### src/hw/rtl/trial_division_prime_test_top_macros.svh
// Assertion helpers shared by the prime test RTL.
// Both expect a clock named clk and an active-low reset named rst_n in scope.
`ifndef TRIAL_DIVISION_PRIME_TEST_TOP_MACROS_SVH
`define TRIAL_DIVISION_PRIME_TEST_TOP_MACROS_SVH

// Consequent must hold in the same cycle as the antecedent.
`define TDPT_ASSERT_SAME(lbl, ante, cons, msg) \
  lbl: assert property (@(posedge clk) disable iff (!rst_n) (ante) |-> (cons)) \
    else $error(msg);

// Consequent must hold in the cycle after the antecedent.
`define TDPT_ASSERT_NEXT(lbl, ante, cons, msg) \
  lbl: assert property (@(posedge clk) disable iff (!rst_n) (ante) |=> (cons)) \
    else $error(msg);

`endif

### src/hw/rtl/tdpt_pkg.sv
`default_nettype none

package tdpt_pkg;

  // default operand width
  localparam int TDPT_VALUE_WIDTH = 32;

  // 6k +/- 1 sieve constants
  localparam int TDPT_FIRST_DIVISOR  = 5;
  localparam int TDPT_DIVISOR_STEP   = 6;
  localparam int TDPT_PAIR_OFFSET    = 2;
  localparam int TDPT_SMALL_PRIME_MAX = 3;

endpackage

`default_nettype wire

### src/hw/rtl/tdpt_div.sv
`default_nettype none

`include "trial_division_prime_test_top_macros.svh"

// Restoring divider, one quotient bit per cycle.
module tdpt_div
  import tdpt_pkg::*;
#(
  parameter int VALUE_WIDTH = TDPT_VALUE_WIDTH
) (
  input  wire logic                   clk,
  input  wire logic                   rst_n,
  input  wire logic                   start,
  input  wire logic [VALUE_WIDTH-1:0] dividend,
  input  wire logic [VALUE_WIDTH-1:0] divisor,
  output logic                        done,
  output logic [VALUE_WIDTH-1:0]      quotient,
  output logic [VALUE_WIDTH-1:0]      remainder
);

  localparam int CW = $clog2(VALUE_WIDTH + 1);

  logic                   run_r, run_nxt;
  logic                   done_r, done_nxt;
  logic [CW-1:0]          cnt_r, cnt_nxt;
  logic [VALUE_WIDTH-1:0] rem_r, rem_nxt;
  logic [VALUE_WIDTH-1:0] quo_r, quo_nxt;
  logic [VALUE_WIDTH-1:0] den_r, den_nxt;
  logic [VALUE_WIDTH:0]   partial;
  logic [VALUE_WIDTH:0]   diff;

  assign partial = {rem_r, quo_r[VALUE_WIDTH-1]};
  assign diff    = partial - {1'b0, den_r};

  always_comb begin
    run_nxt  = run_r;
    done_nxt = 1'b0;
    cnt_nxt  = cnt_r;
    rem_nxt  = rem_r;
    quo_nxt  = quo_r;
    den_nxt  = den_r;
    if (start) begin
      run_nxt = 1'b1;
      cnt_nxt = CW'(VALUE_WIDTH);
      rem_nxt = '0;
      quo_nxt = dividend;
      den_nxt = divisor;
    end else if (run_r) begin
      // dividend bits shift out at the top, quotient bits in at the bottom
      if (!diff[VALUE_WIDTH]) begin
        rem_nxt = diff[VALUE_WIDTH-1:0];
        quo_nxt = {quo_r[VALUE_WIDTH-2:0], 1'b1};
      end else begin
        rem_nxt = partial[VALUE_WIDTH-1:0];
        quo_nxt = {quo_r[VALUE_WIDTH-2:0], 1'b0};
      end
      cnt_nxt = cnt_r - CW'(1);
      if (cnt_r == CW'(1)) begin
        run_nxt  = 1'b0;
        done_nxt = 1'b1;
      end
    end
  end

  always_ff @(posedge clk) begin
    if (!rst_n) begin
      run_r  <= 1'b0;
      done_r <= 1'b0;
      cnt_r  <= '0;
    end else begin
      run_r  <= run_nxt;
      done_r <= done_nxt;
      cnt_r  <= cnt_nxt;
    end
    rem_r <= rem_nxt;
    quo_r <= quo_nxt;
    den_r <= den_nxt;
  end

  assign done      = done_r;
  assign quotient  = quo_r;
  assign remainder = rem_r;

  `TDPT_ASSERT_SAME(a_done_not_running, done_r, !run_r, "divider done while still running")
  `TDPT_ASSERT_SAME(a_no_restart, start, !run_r, "divider restarted mid-division")
  `TDPT_ASSERT_SAME(a_rem_below_den, run_r && (den_r != '0), rem_r < den_r,
                    "partial remainder not below divisor")

endmodule

`default_nettype wire

### src/hw/rtl/trial_division_prime_test_top.sv
`default_nettype none

// Channel   Ports                          Handshake
// input     in_n_value                     taken when start && !busy
// result    out_is_prime                   one cycle, marked by out_valid
//
// Values 0..3 and even values are answered the cycle after start.
// Others run trial divisions on one shared bit-serial divider:
// first by 3, then by i and i+2 for i = 5, 11, 17, ... while
// i <= n / i. Worst case at 32 bits (a prime near 2^32) is about
// 21850 divisions. Synchronous active-low reset returns the sequencer
// to idle. The receiver cannot stall; a new item may start while
// out_valid is high.

`include "trial_division_prime_test_top_macros.svh"

module trial_division_prime_test_top
  import tdpt_pkg::*;
#(
  parameter int VALUE_WIDTH = TDPT_VALUE_WIDTH
) (
  input  wire logic                   clk,
  input  wire logic                   rst_n,
  input  wire logic                   start,
  output logic                        busy,
  input  wire logic [VALUE_WIDTH-1:0] in_n_value,
  output logic                        out_valid,
  output logic                        out_is_prime
);

  // sequencer states
  localparam logic [1:0] ST_IDLE  = 2'd0;  // waiting for an item
  localparam logic [1:0] ST_MOD3  = 2'd1;  // dividing by 3
  localparam logic [1:0] ST_DIV_A = 2'd2;  // dividing by i, quotient gives the bound
  localparam logic [1:0] ST_DIV_B = 2'd3;  // dividing by i + 2

  localparam logic [VALUE_WIDTH-1:0] ONE   = VALUE_WIDTH'(1);
  localparam logic [VALUE_WIDTH-1:0] THREE = VALUE_WIDTH'(TDPT_SMALL_PRIME_MAX);
  localparam logic [VALUE_WIDTH-1:0] FIRST = VALUE_WIDTH'(TDPT_FIRST_DIVISOR);
  localparam logic [VALUE_WIDTH-1:0] STEP  = VALUE_WIDTH'(TDPT_DIVISOR_STEP);
  localparam logic [VALUE_WIDTH-1:0] PAIR  = VALUE_WIDTH'(TDPT_PAIR_OFFSET);

  logic [1:0]             state_r, state_nxt;
  logic [VALUE_WIDTH-1:0] n_r, n_nxt;        // item under test
  logic [VALUE_WIDTH-1:0] i_r, i_nxt;        // current 6k-1 divisor
  logic                   out_valid_r, out_valid_nxt;
  logic                   out_prime_r, out_prime_nxt;

  logic                   div_start;
  logic [VALUE_WIDTH-1:0] div_dividend;
  logic [VALUE_WIDTH-1:0] div_divisor;
  logic                   div_done;
  logic [VALUE_WIDTH-1:0] div_quo;
  logic [VALUE_WIDTH-1:0] div_rem;

  tdpt_div #(
    .VALUE_WIDTH(VALUE_WIDTH)
  ) u_div (
    .clk      (clk),
    .rst_n    (rst_n),
    .start    (div_start),
    .dividend (div_dividend),
    .divisor  (div_divisor),
    .done     (div_done),
    .quotient (div_quo),
    .remainder(div_rem)
  );

  always_comb begin
    state_nxt     = state_r;
    n_nxt         = n_r;
    i_nxt         = i_r;
    out_valid_nxt = 1'b0;
    out_prime_nxt = out_prime_r;
    div_start     = 1'b0;
    div_dividend  = n_r;
    div_divisor   = i_r;
    unique case (state_r)
      ST_IDLE: begin
        div_dividend = in_n_value;
        div_divisor  = THREE;
        if (start) begin
          n_nxt = in_n_value;
          if (in_n_value <= ONE) begin
            out_valid_nxt = 1'b1;
            out_prime_nxt = 1'b0;
          end else if (in_n_value <= THREE) begin
            out_valid_nxt = 1'b1;
            out_prime_nxt = 1'b1;
          end else if (!in_n_value[0]) begin
            // even and above two
            out_valid_nxt = 1'b1;
            out_prime_nxt = 1'b0;
          end else begin
            div_start = 1'b1;
            state_nxt = ST_MOD3;
          end
        end
      end
      ST_MOD3: begin
        div_divisor = FIRST;
        if (div_done) begin
          if (div_rem == '0) begin
            out_valid_nxt = 1'b1;
            out_prime_nxt = 1'b0;
            state_nxt     = ST_IDLE;
          end else begin
            i_nxt     = FIRST;
            div_start = 1'b1;
            state_nxt = ST_DIV_A;
          end
        end
      end
      ST_DIV_A: begin
        div_divisor = i_r + PAIR;
        if (div_done) begin
          if (i_r > div_quo) begin
            // i*i > n: no divisor left to try
            out_valid_nxt = 1'b1;
            out_prime_nxt = 1'b1;
            state_nxt     = ST_IDLE;
          end else if (div_rem == '0) begin
            out_valid_nxt = 1'b1;
            out_prime_nxt = 1'b0;
            state_nxt     = ST_IDLE;
          end else begin
            div_start = 1'b1;
            state_nxt = ST_DIV_B;
          end
        end
      end
      ST_DIV_B: begin
        div_divisor = i_r + STEP;
        if (div_done) begin
          if (div_rem == '0) begin
            out_valid_nxt = 1'b1;
            out_prime_nxt = 1'b0;
            state_nxt     = ST_IDLE;
          end else begin
            i_nxt     = i_r + STEP;
            div_start = 1'b1;
            state_nxt = ST_DIV_A;
          end
        end
      end
      default: begin
        state_nxt = ST_IDLE;
      end
    endcase
  end

  always_ff @(posedge clk) begin
    if (!rst_n) begin
      state_r     <= ST_IDLE;
      out_valid_r <= 1'b0;
    end else begin
      state_r     <= state_nxt;
      out_valid_r <= out_valid_nxt;
    end
    n_r         <= n_nxt;
    i_r         <= i_nxt;
    out_prime_r <= out_prime_nxt;
  end

  assign busy         = (state_r != ST_IDLE);
  assign out_valid    = out_valid_r;
  assign out_is_prime = out_prime_r;

  `TDPT_ASSERT_SAME(a_result_when_idle, out_valid, !busy, "result shown while still busy")
  `TDPT_ASSERT_NEXT(a_small_composite, start && !busy && (in_n_value <= ONE),
                    out_valid && !out_is_prime, "0 or 1 not reported composite")
  `TDPT_ASSERT_NEXT(a_small_prime,
                    start && !busy && ((in_n_value == PAIR) || (in_n_value == THREE)),
                    out_valid && out_is_prime, "2 or 3 not reported prime")

endmodule

`default_nettype wire

### config.mk
export PLATFORM = sky130hd
export DESIGN_NAME = trial_division_prime_test_top
export DESIGN_NICKNAME = d
export VERILOG_FILES = /design/src/hw/rtl/tdpt_pkg.sv /design/src/hw/rtl/tdpt_div.sv /design/src/hw/rtl/trial_division_prime_test_top.sv
export VERILOG_INCLUDE_DIRS = /design/src /design/src/hw/rtl
export SDC_FILE = /design/constraint.sdc
export NUM_CORES = 1
export LEC_CHECK = 0
export ABC_AREA = 1
export BUFFER_PORTS_ARGS = -buffer_cell sky130_fd_sc_hd__buf_2
export CAP_MARGIN = 20
export CORE_MARGIN = 2
export CORE_UTILIZATION = 55
export DETAILED_ROUTE_END_ITERATION = 6
export GPL_ROUTABILITY_DRIVEN = 0
export GPL_TIMING_DRIVEN = 0
export PLACE_DENSITY = 0.72
export SYNTH_ARGS = -nofsm -noshare
export SYNTH_HDL_FRONTEND = slang
export SYNTH_SLANG_ARGS = --single-unit
### constraint.sdc
create_clock -name clk -period 11.3 [get_ports clk]
set_clock_uncertainty 0.15 [all_clocks]
set_input_delay 2.26 -clock clk [delete_from_list [all_inputs] [get_ports clk]]
set_output_delay 2.26 -clock clk [all_outputs]
set_load 0.01 [all_outputs]
==> key figures <==
Outcome
  – Outcome: finished, final reports clean

GRT
  – Initial antenna violation count: 0
  – All-layer global routing usage: approximately 29%
  – First-pass GRT wire length: 54,260 um
  – Grt ovf: 0
  – Vias in the first global route: roughly 11,000
  – Largest net degree at the start of global routing: 42

Setup path
  – CP Class: in -> reg
  – WP buf/inv: 5
  – Slowest CP cell: nor2_4
  – Crit path max fanout: 34
  – Worst r2r src: state_r[1]
  – First element of the critical path: start
  – Crit path required time: ~11 ns
  – Startpoint Class: primary input
  – Critical path's top delay family: simple AND/OR/NAND/NOR gates
  – Reg2reg setup slack: between 7 and 8 ns
  – CP max stage delay: between 0.7 and 0.8 ns
  – CP endpoint kind: flip-flop
  – Worst-path cell chain: buf_2 > inv_1 > nor2_4 > nand3_1 > nand2_4 > buf_6 > inv_2 > nand2_1 > buf_16
  – Worst Path Arrival: 5.16 ns

Synthesis
  – Ys flop type: edfxtp_1
  – Top post-synthesis cells by area: edfxtp_1 (31%), nand2_1 (17%), inv_1 (9.3%)
  – Post-Synthesis Cell Area: approximately 0.012 mm^2
  – Number of flops mapped to enable cells by yosys: between 100 and 150
  – Mean Syn Cell Area: between 7 and 8 um^2
  – Post-synth top area share: approximately 31%
  – Seq/Total Area, Yosys: 37.93%
  – Most frequent cell after synthesis: nand2_1
  – Post-synth top cells: nand2_1 (575), inv_1 (306), nor2_1 (136)
  – Post-synthesis net count: ~1,900
  – Synth area leader: edfxtp_1
  – Synthesized instance count: approximately 1,800
  – Yosys Warn Count: 0
  – Async S/R FF share, synth: 0%
  – FF+latch count, synth: 171
  – Cell variety after synth: 49

Finish
  – Share of cells above drive strength 1: around 9.6%
  – Final Util: 61.95%
  – Synth-to-Final Area Change: 9.663%
  – Ant. Diodes: 0
  – Cell area after layout: between 0.01 and 0.015 mm^2
  – Nets: approximately 1,900

STA
  – Max Freq: roughly 190 MHz
  – Slack of the critical path: 6.141 ns
  – Setup TNS: 0 ns
  – Slew at the pin closest to its max-slew limit: between 0.9 and 1 ns
  – Worst hold slack: 0.3551 ns
  – Final Slew Violations: 0
  – Final hold viol count: 0
  – Unrepaired setup endpoints after global routing: no
  – Final setup violation count: 0
  – Fin crit period: about 5.2 ns
  – Final worst path period share: a little under half
  – Rel. slew slack: 35.77%

Pwr
  – Leak: between 0.006 and 0.007 uW
  – Worst vdd ir: roughly 92 uV
  – Pwr Density: approximately 110 mW/mm^2

Floorplan
  – Die height: ~150 um
  – Rows: 54
  – Ports: 38
  – Die area: approximately 0.024 mm^2
  – Core ar.: between 0.02 and 0.025 mm^2
  – Starting density of the core: approximately 56%
  – DIE WIDTH: ~150 um

Route
  – WL per Instance: 15.97 um
  – Vias: 11,550
  – Initial DRC Count: 1,056
  – Pre-Repair DR Iteration Count: 5
  – Drt total wl: 33,790 um
  – Via density: between 5 and 6
  – DRC violation count after routing: 0
  – Detail Route Antenna Nets: 0

Clocking
  – Clock Tree Buf Depth: 2
  – Clk_lat worst skew: about 0.44 ns
  – TritonCTS Buffers: 17
  – CTS tree: yes
  – CTS sink count: around 170
  – Clk slew on worst S/H paths: ~0.080 ns
  – Resized cells post-CTS: 0
  – Hold-fix buffer count after cts: 0
  – Setup Fix Bufs, Post-CTS: 0
  – CTS root buffer: clkbuf_16
  – Max H-tree Level: 4

Job
  – Max Cap Viol: 0

Worst hold path
  – Hold Startpoint: u_div.remainder[1]
  – Hold WC Path Type: reg -> reg

Placed design
  – Dpl hpwl: about 27,000 um
  – IO buf count: 37
  – Pre-CTS setup slack: 5.664 ns
  – Post-placement cell area: about 0.013 mm^2
[cell usage in the layout (no fill, tap or decap), types with 5 or more instances in the layout]
cell type	Yosys	final
nand2_1	575	575
inv_1	306	306
nor2_1	136	135
edfxtp_1	128	128
nand3_1	123	123
ha_1	67	67
o21ai_0	64	64
a21oi_1	56	56
buf_2	12	49
dfxtp_1	43	43
nor3_1	31	30
nand4_1	26	26
nand2_2	19	19
a21oi_2	19	19
clkbuf_16	0	17
o22ai_1	15	15
xnor2_1	15	15
clkbuf_1	14	14
nand3_2	13	13
xor2_1	12	12
nor4_1	11	11
inv_2	11	11
and2_1	9	9
buf_6	6	8
clkinv_8	0	5
[sequential cells by signal, summed over array words and instances (netlist names)]
| register | count |
|---|---|
| u_div.cnt_r | 6 |
| out_valid | 1 |
| u_div.done | 1 |
| i_r | 31 |
| out_is_prime | 1 |
| u_div.den_r | 32 |
| n_r | 32 |
| state_r | 2 |
| u_div.run_r | 1 |
| u_div.remainder | 32 |
| u_div.quotient | 32 |
[layout make-up]
cell class	count	area (um^2)
sequential	171	4705
buffer	37	210.2
inverter	319	1197
timing repair buffer	40	235.2
tap	280	350.3
multi-input combinational	1237	6305
fill	2047	8356
clock buffer	17	425.4
clock inverter	15	175.2
[stage by stage]
stage | instances | power [uW]
2_1_floorplan | 1764 | 868.8
3_3_place_gp | 2081 | 922.0
3_5_place_dp | 2084 | 930.2
4_1_cts | 2116 | 1516
5_1_grt | 2116 | 1570
6_report | 2116 | 1510
[tightest hold or removal path: stages, from the launching register on]
cell     delay, ns
dfxtp_1       0.34
nand2_1       0.07
a21oi_1       0.05
[path summary, 6_finish.rpt]
kind                              to  cells past startpoint
setup reg to reg  u_div.quotient[12]                      9
hold reg to reg   u_div.remainder[1]                      2
hold / removal    u_div.remainder[1]                      2
setup / recovery  u_div.quotient[12]                      9
[cells by family after synthesis]
kind of cell             share of synthesized area [%]
buffers and inverters                            11.35
AND/OR/NAND/NOR                                  33.42
XOR/XNOR                                         1.906
AO/OA/AOI/OAI                                    8.453
flip-flops                                       37.93
adder cells (fa/ha/maj)                          6.919
other                                          0.03023
[report_power, final]
| group | leakage, uW | internal [uW] | switching [uW] | total [uW] |
|---|---|---|---|---|
| clock network | 0.000290 | 299 | 292 | 591 |
| logic | 0.00504 | 65.0 | 133 | 198 |
| registers | 0.00151 | 709 | 11.7 | 721 |
[metal layers]
metal | vias to the layer above | wire [um] | GRT usage, %
li1 | 5773 | - | -
met1 | 5308 | 14320 | 37.29
met2 | 383 | 16520 | 50.07
met3 | 83 | 1893 | 3.614
met4 | 0 | 1056 | 10.06
met5 | - | 0 | 0
Note: power is estimated with default switching activity, not from simulation.
